## src/sv/vna_pkg.sv

```systemverilog
// ----------------------------------------------------------------------------
// vna_pkg
// Shared types, widths and helpers for the vertex normal accumulator.
// ----------------------------------------------------------------------------
package vna_pkg;

  localparam int MAX_VERTICES = 1024;
  localparam int ADDR_W       = $clog2(MAX_VERTICES);
  localparam int IDX_W        = 10;
  localparam int KIND_W       = 2;
  localparam int COORD_BITS   = 16;
  localparam int POS_W        = 3 * COORD_BITS;
  localparam int SUM_W        = 48;
  localparam int NRM_W        = 16;
  localparam int DIFF_W       = COORD_BITS + 1;
  localparam int PROD_W       = 2 * DIFF_W;
  localparam int CROSS_W      = PROD_W + 1;

  typedef enum logic [KIND_W-1:0] {
    KIND_LOAD = 2'd0,
    KIND_TRI  = 2'd1,
    KIND_READ = 2'd2,
    KIND_NONE = 2'd3
  } kind_t;

  typedef logic signed [COORD_BITS-1:0] coord_t;
  typedef logic signed [DIFF_W-1:0]     diff_t;
  typedef logic signed [PROD_W-1:0]     prod_t;
  typedef logic signed [CROSS_W-1:0]    cross_t;
  typedef logic signed [SUM_W-1:0]      sum_t;
  typedef logic signed [NRM_W-1:0]      nrm_t;

  localparam sum_t SUM_MAX = {1'b0, {(SUM_W-1){1'b1}}};
  localparam sum_t SUM_MIN = {1'b1, {(SUM_W-1){1'b0}}};

  // Vertex index to memory address; indexes wrap at the store depth.
  function automatic logic [ADDR_W-1:0] idx_to_addr(logic [IDX_W-1:0] idx);
    logic [ADDR_W+IDX_W-1:0] t;
    t = {{ADDR_W{1'b0}}, idx};
    return t[ADDR_W-1:0];
  endfunction

  function automatic sum_t sat_add(sum_t s, sum_t d);
    logic signed [SUM_W:0] r;
    r = {s[SUM_W-1], s} + {d[SUM_W-1], d};
    if (r[SUM_W] != r[SUM_W-1]) begin
      return r[SUM_W] ? SUM_MIN : SUM_MAX;
    end
    return r[SUM_W-1:0];
  endfunction

endpackage

```

## src/sv/vna_norm.sv

```systemverilog
// ----------------------------------------------------------------------------
// vna_norm
// Turns three signed sums into a rounded Q1.14 unit vector: block scaling,
// sum of squares, bit-serial square root and three restoring divides.
// ----------------------------------------------------------------------------
module vna_norm
  import vna_pkg::*;
(
  input  logic clk,
  input  logic rst_n,
  input  logic start,
  input  sum_t sum_x,
  input  sum_t sum_y,
  input  sum_t sum_z,
  output logic done,
  output nrm_t normal_x,
  output nrm_t normal_y,
  output nrm_t normal_z,
  output logic zero_sum
);

  typedef enum logic [5:0] {
    N_IDLE  = 6'b000001,
    N_SHIFT = 6'b000010,
    N_SQ    = 6'b000100,
    N_SQRT  = 6'b001000,
    N_DIV   = 6'b010000,
    N_DONE  = 6'b100000
  } nrm_state_t;

  nrm_state_t        state_r;
  logic [SUM_W-1:0]  m_r [3];
  logic              sgn_r [3];
  nrm_t              res_r [3];
  logic              zero_r;
  logic [4:0]        cnt_r;
  logic [1:0]        comp_r;
  logic [59:0]       sq_r;
  logic [61:0]       acc_r;
  logic [61:0]       sqv_r;
  logic [33:0]       rem_r;
  logic [30:0]       root_r;
  logic [30:0]       rdiv_r;
  logic [14:0]       dlo_r;
  logic [14:0]       q_r;

  logic [SUM_W-1:0]  mmax;
  logic [29:0]       sq_op;
  logic [33:0]       rem_w;
  logic [33:0]       trial;
  logic [44:0]       num;
  logic [31:0]       dt;
  logic [14:0]       q_fin;
  logic [SUM_W-1:0]  mag_x, mag_y, mag_z;

  assign mag_x = sum_x[SUM_W-1] ? SUM_W'(-sum_x) : SUM_W'(sum_x);
  assign mag_y = sum_y[SUM_W-1] ? SUM_W'(-sum_y) : SUM_W'(sum_y);
  assign mag_z = sum_z[SUM_W-1] ? SUM_W'(-sum_z) : SUM_W'(sum_z);

  always_comb begin
    mmax = m_r[0];
    if (m_r[1] > mmax) mmax = m_r[1];
    if (m_r[2] > mmax) mmax = m_r[2];
  end

  always_comb begin
    case (cnt_r[1:0])
      2'd0:    sq_op = m_r[0][29:0];
      2'd1:    sq_op = m_r[1][29:0];
      default: sq_op = m_r[2][29:0];
    endcase
  end

  assign rem_w = {rem_r[31:0], sqv_r[61:60]};
  assign trial = {1'b0, root_r, 2'b01};
  assign num   = {1'b0, m_r[comp_r][29:0], 14'b0} + {14'b0, 1'b0, root_r[30:1]};
  assign dt    = {rdiv_r, dlo_r[14]};
  assign q_fin = {q_r[13:0], (dt >= {1'b0, root_r})};

  always_ff @(posedge clk) begin
    if (!rst_n) begin
      state_r <= N_IDLE;
      done    <= 1'b0;
    end else begin
      done <= 1'b0;
      case (state_r)
        N_IDLE: begin
          if (start) begin
            m_r[0]   <= mag_x;
            m_r[1]   <= mag_y;
            m_r[2]   <= mag_z;
            sgn_r[0] <= sum_x[SUM_W-1];
            sgn_r[1] <= sum_y[SUM_W-1];
            sgn_r[2] <= sum_z[SUM_W-1];
            zero_r   <= 1'b0;
            if (sum_x == '0 && sum_y == '0 && sum_z == '0) begin
              zero_r  <= 1'b1;
              res_r[0] <= '0;
              res_r[1] <= '0;
              res_r[2] <= '0;
              state_r <= N_DONE;
            end else begin
              state_r <= N_SHIFT;
            end
          end
        end
        N_SHIFT: begin
          // Truncating right shifts compose, so large steps give the same result.
          if (mmax >= (SUM_W'(1) << 34)) begin
            for (int i = 0; i < 3; i++) m_r[i] <= m_r[i] >> 4;
          end else if (mmax >= (SUM_W'(1) << 30)) begin
            for (int i = 0; i < 3; i++) m_r[i] <= m_r[i] >> 1;
          end else if (mmax < (SUM_W'(1) << 25)) begin
            for (int i = 0; i < 3; i++) m_r[i] <= m_r[i] << 4;
          end else if (mmax < (SUM_W'(1) << 29)) begin
            for (int i = 0; i < 3; i++) m_r[i] <= m_r[i] << 1;
          end else begin
            cnt_r   <= '0;
            acc_r   <= '0;
            state_r <= N_SQ;
          end
        end
        N_SQ: begin
          sq_r <= 60'(sq_op * sq_op);
          if (cnt_r != '0) begin
            acc_r <= acc_r + 62'(sq_r);
          end
          if (cnt_r == 5'd3) begin
            sqv_r   <= acc_r + 62'(sq_r);
            rem_r   <= '0;
            root_r  <= '0;
            cnt_r   <= '0;
            state_r <= N_SQRT;
          end else begin
            cnt_r <= cnt_r + 5'd1;
          end
        end
        N_SQRT: begin
          sqv_r <= sqv_r << 2;
          if (rem_w >= trial) begin
            rem_r  <= rem_w - trial;
            root_r <= {root_r[29:0], 1'b1};
          end else begin
            rem_r  <= rem_w;
            root_r <= {root_r[29:0], 1'b0};
          end
          if (cnt_r == 5'd30) begin
            cnt_r   <= '0;
            comp_r  <= '0;
            state_r <= N_DIV;
          end else begin
            cnt_r <= cnt_r + 5'd1;
          end
        end
        N_DIV: begin
          // The quotient never exceeds 2^14, so the top of the dividend
          // already lies below the divisor.
          if (cnt_r == '0) begin
            rdiv_r <= {1'b0, num[44:15]};
            dlo_r  <= num[14:0];
            q_r    <= '0;
            cnt_r  <= 5'd1;
          end else begin
            dlo_r <= dlo_r << 1;
            q_r   <= q_fin;
            if (dt >= {1'b0, root_r}) begin
              rdiv_r <= 31'(dt - {1'b0, root_r});
            end else begin
              rdiv_r <= dt[30:0];
            end
            if (cnt_r == 5'd15) begin
              res_r[comp_r] <= sgn_r[comp_r] ? -nrm_t'({1'b0, q_fin})
                                             : nrm_t'({1'b0, q_fin});
              cnt_r <= '0;
              if (comp_r == 2'd2) begin
                state_r <= N_DONE;
              end else begin
                comp_r <= comp_r + 2'd1;
              end
            end else begin
              cnt_r <= cnt_r + 5'd1;
            end
          end
        end
        N_DONE: begin
          done    <= 1'b1;
          state_r <= N_IDLE;
        end
        default: state_r <= N_IDLE;
      endcase
    end
  end

  assign normal_x = res_r[0];
  assign normal_y = res_r[1];
  assign normal_z = res_r[2];
  assign zero_sum = zero_r;

endmodule

```

## config.mk

```make
export PLATFORM = sky130hd
export DESIGN_NAME = vna_norm
export DESIGN_NICKNAME = d
export VERILOG_FILES = /design/src/sv/vna_pkg.sv /design/src/sv/vna_norm.sv
export SDC_FILE = /design/constraint.sdc
export NUM_CORES = 2
export LEC_CHECK = 0
export ABC_AREA = 1
export BUFFER_PORTS_ARGS = -buffer_cell sky130_fd_sc_hd__buf_2
export CAP_MARGIN = 20
export CORE_ASPECT_RATIO = 1.75
export CORE_UTILIZATION = 50
export CTS_CLUSTER_SIZE = 10
export DETAILED_ROUTE_END_ITERATION = 6
export PLACE_DENSITY = 0.75
export SYNTH_ARGS = -nofsm -noshare
export SYNTH_HDL_FRONTEND = slang
export SYNTH_SLANG_ARGS = --single-unit
```

## constraint.sdc

```tcl
create_clock -name clk -period 21.6 [get_ports clk]
set_clock_uncertainty 0.2 [all_clocks]
set_input_delay 0 -clock clk [delete_from_list [all_inputs] [get_ports clk]]
set_output_delay 0 -clock clk [all_outputs]
set_load 0.02 [all_outputs]
```

==> flow_metrics.py <==
metrics = {
    "run": {
        "max-cap-violations": 0,
    },
    "clock_tree": {
        "htree_levels": 2,
        "hold_buffers": 163,
        "cts-root-buf": "clkbuf_16",
        "post_cts_resized": 0,
        "clk-insertion-delay-late_ns": 0.69,
        "cts_buffers": 60,
        "clockBufferDepth": 3,
        "clock_sinks": 518,
        "clkTransAtPathRegs_ns": 0.06,
        "cts_setup_buffers": 0,
        "cts_tree": "done",
    },
    "floorplanning": {
        "core_area_sq_um": 132900,
        "initial_core_util_pct": 50.44,
        "die_area_sq_um": 135600,
        "num_rows": 177,
        "ios": 197,
        "die-width_microns": 278.8,
        "die_h_microns": 486.3,
    },
    "yosys": {
        "synth_edf_count": 509,
        "synth.distinct_cells": 63,
        "synthCells": 8732,
        "synth_area_sq_um": 67020,
        "seq_area_frac_synth_pct": 23.08,
        "ys_warn_count": 0,
        "synth_ff_type": "edfxtp_1",
        "yosys_register_bits": 518,
        "async_flop_share_pct": 0,
        "syn_nets": 10080,
        "syn_avg_cell_area_sq_um": 7.675,
    },
    "timing": {
        "tightestPinTransition_ns": 1.520,
        "max_slew_margin_pct": -1.344,
        "fin_crit_ns": 10.59,
        "final_max_slew_viol_count": 52,
        "fmax_ghz": 0.09443,
        "rsz0062_at_grt": "no",
        "min_period_over_period_pct": 49.03,
        "setup_viol": 0,
        "hold_viol": 0,
        "fin_setup_tns_ns": 0,
    },
    "setup_path": {
        "rr_startpoint": "cnt_r[1]",
        "worstSetupStartpointType": "flop",
        "path_delay_family": "adder cells",
        "cp-end-kind": "flop",
        "r2r_slack_ns": 11.01,
        "crit_path_max_fanout": 28,
        "path_class": "flop to flop",
        "reg2reg_depth": 29,
        "cp_data_required_time_ns": 21.81,
        "timing.critical_path.mode_cell": "fa_1",
        "critPathBufInv": 8,
        "cp_slowest_stage_delay_ns": 0.81,
        "worstReg2RegEnd": "sq_r[39]",
        "critical_path.slowest_cell": "fa_1",
        "cp.arrival_ns": 10.80,
    },
    "global_route": {
        "grt_max_degree": 249,
        "grt_pass1_wl_microns": 358100,
        "grt_use_total_pct": 34.59,
        "grt_overflow_total": 0,
        "grt_pass1_vias": 63930,
        "antenna_found_initial": 24,
    },
    "place": {
        "io_buffers": 196,
        "gp_congestion": 1.038,
        "place_hpwl_microns": 177100,
    },
    "drt": {
        "ant_nets": 0,
        "wl_per_cell_microns": 21.90,
        "via_count": 61430,
        "drtPass1Iterations": 7,
        "vias_per_cell": 5.769,
        "drt_wl_total_microns": 233200,
        "drc": 4,
        "drt_iter0_drc": 5346,
    },
    "hold_path": {
        "holdPathEnd": "zero_sum",
        "holdPathStages": 4,
        "holdCritStartpoint": "start",
        "hp-class": "input pin to flop",
    },
    "cells_and_area": {
        "seq_area_sq_um": 15460,
        "area_delta_synth_final_pct": 8.937,
        "multi_input_area_sq_um": 44000,
        "nFillCells": 12380,
        "final_layout_size_suffix_gt1_share_pct": 5.039,
        "nets": 10250,
    },
    "run_status": {
        "violations": "DRC, slew limit",
        "outcome": "finished, violations left",
    },
}
## state kept, by name, indices dropped and copies added (netlist names), named ones only
name,count
acc_r,62
cnt_r,5
comp_r,2
dlo_r,15
done,1
m_r,144
q_r,14
rdiv_r,31
rem_r,32
res_r,48
root_r,31
sgn_r,3
sq_r,59
sqv_r,62
state_r,6
zero_sum,1
## layout make-up
cell class	instances	area share [%]
inverters	1722	8.853
well taps	1700	2.913
clock buffers	80	2.159
repair buffers	441	4.439
flip-flops and latches	518	21.18
clock inverters	10	0.1302
multi-input cells	6160	60.27
diodes	16	0.05484
## per-layer routing
metal / part of all wire [%] / up-vias / GRT usage [%]
met5: 0.039 / - / 0
met4: 10 / 14 / 29.26
met3: 8.1 / 1057 / 6.363
li1: - / 27840 / -
met1: 33 / 29280 / 35.77
met2: 49 / 3236 / 60.40
## metrics by stage
stage          area, sq um  setup slack, ns  utilization (%)  hold slack, ns  std cells
2_1_floorplan        67020            13.03                -         -0.1011       8732
3_3_place_gp         69660            11.49            52.43          0.1406      10380
3_5_place_dp         69660            11.34            52.43          0.1415      10380
4_1_cts              72970            11.29            54.91         0.08929      10630
5_1_grt              72990            10.66            54.93          0.1663      10640
6_report             73010            11.01            54.94          0.1258      10650
## layout by cell type, fill, tap and decap left out, types with 188 or more instances in the layout
master | synthesis | layout
nand2_1 | 2146 | 2144
inv_1 | 1677 | 1676
fa_1 | 701 | 701
nor2_1 | 694 | 687
a21oi_1 | 515 | 514
edfxtp_1 | 509 | 509
ha_1 | 496 | 496
nand3_1 | 386 | 384
o21ai_0 | 362 | 360
buf_2 | 72 | 196
xor2_1 | 188 | 188
## how the worst max path moves through the flow
stage | start | end | depth (start not counted)
after global routing | cnt_r[1] | sq_r[39] | 29
after global placement | cnt_r[0] | sq_r[39] | 28
after floorplan | cnt_r[0] | sq_r[58] | 36
final | cnt_r[1] | sq_r[39] | 29
after detailed placement | cnt_r[1] | sq_r[39] | 29
after CTS | cnt_r[1] | sq_r[39] | 29
## synthesized netlist by cell type (all sizes together) (3+ instances only)
library cell / number / share of area [%]
o221ai: 18 / 0.24
o21a: 26 / 0.29
inv: 1720 / 9.6
or2: 12 / 0.11
xor2: 188 / 2.5
dfxtp: 9 / 0.27
nand3b: 7 / 0.078
a2111oi: 3 / 0.039
o31ai: 12 / 0.13
a21o: 14 / 0.16
and3: 3 / 0.028
ha: 496 / 9.3
nand2: 2149 / 12
o21ai: 370 / 2.8
nor4: 31 / 0.30
o22ai: 16 / 0.15
o211ai: 45 / 0.50
a21boi: 12 / 0.13
o21bai: 10 / 0.12
and2: 8 / 0.075
nor3b: 6 / 0.082
edfxtp: 509 / 23
a31oi: 60 / 0.56
nor3: 76 / 0.58
fa: 701 / 21
xnor2: 147 / 1.9
buf: 117 / 0.91
nor2: 698 / 4.0
nand3: 391 / 3.0
nand4: 126 / 1.2
a21oi: 515 / 3.8
clkbuf: 215 / 1.2
## kinds of logic (layout without fill, tap and decap cells)
group	after synthesis	in the layout	synth area share, %
simple gates	3508	3508	21.41
buf+inv	2054	2253	11.76
fa+ha+maj	1197	1197	30.20
compound gates	1119	1119	9.167
flops	518	518	23.08
xor+xnor	335	335	4.378
mux	1	1	0.01680
other cells	0	16	0
## worst reg2reg max path: cells and delay by family, from the launching register on
kind	cells	cell delay [ns]
buffers and inverters	8	1.46
and+or+nand+nor	5	1.06
xor gates and xnor gates	1	0.48
adders and majority gates	10	5.04
AOI/OAI and AO/OA	5	1.67
DFF	1	0.40
Power is left out: the tool's default activity adds up to more than one toggle a clock period on the data nets, which glitch-free logic cannot reach.
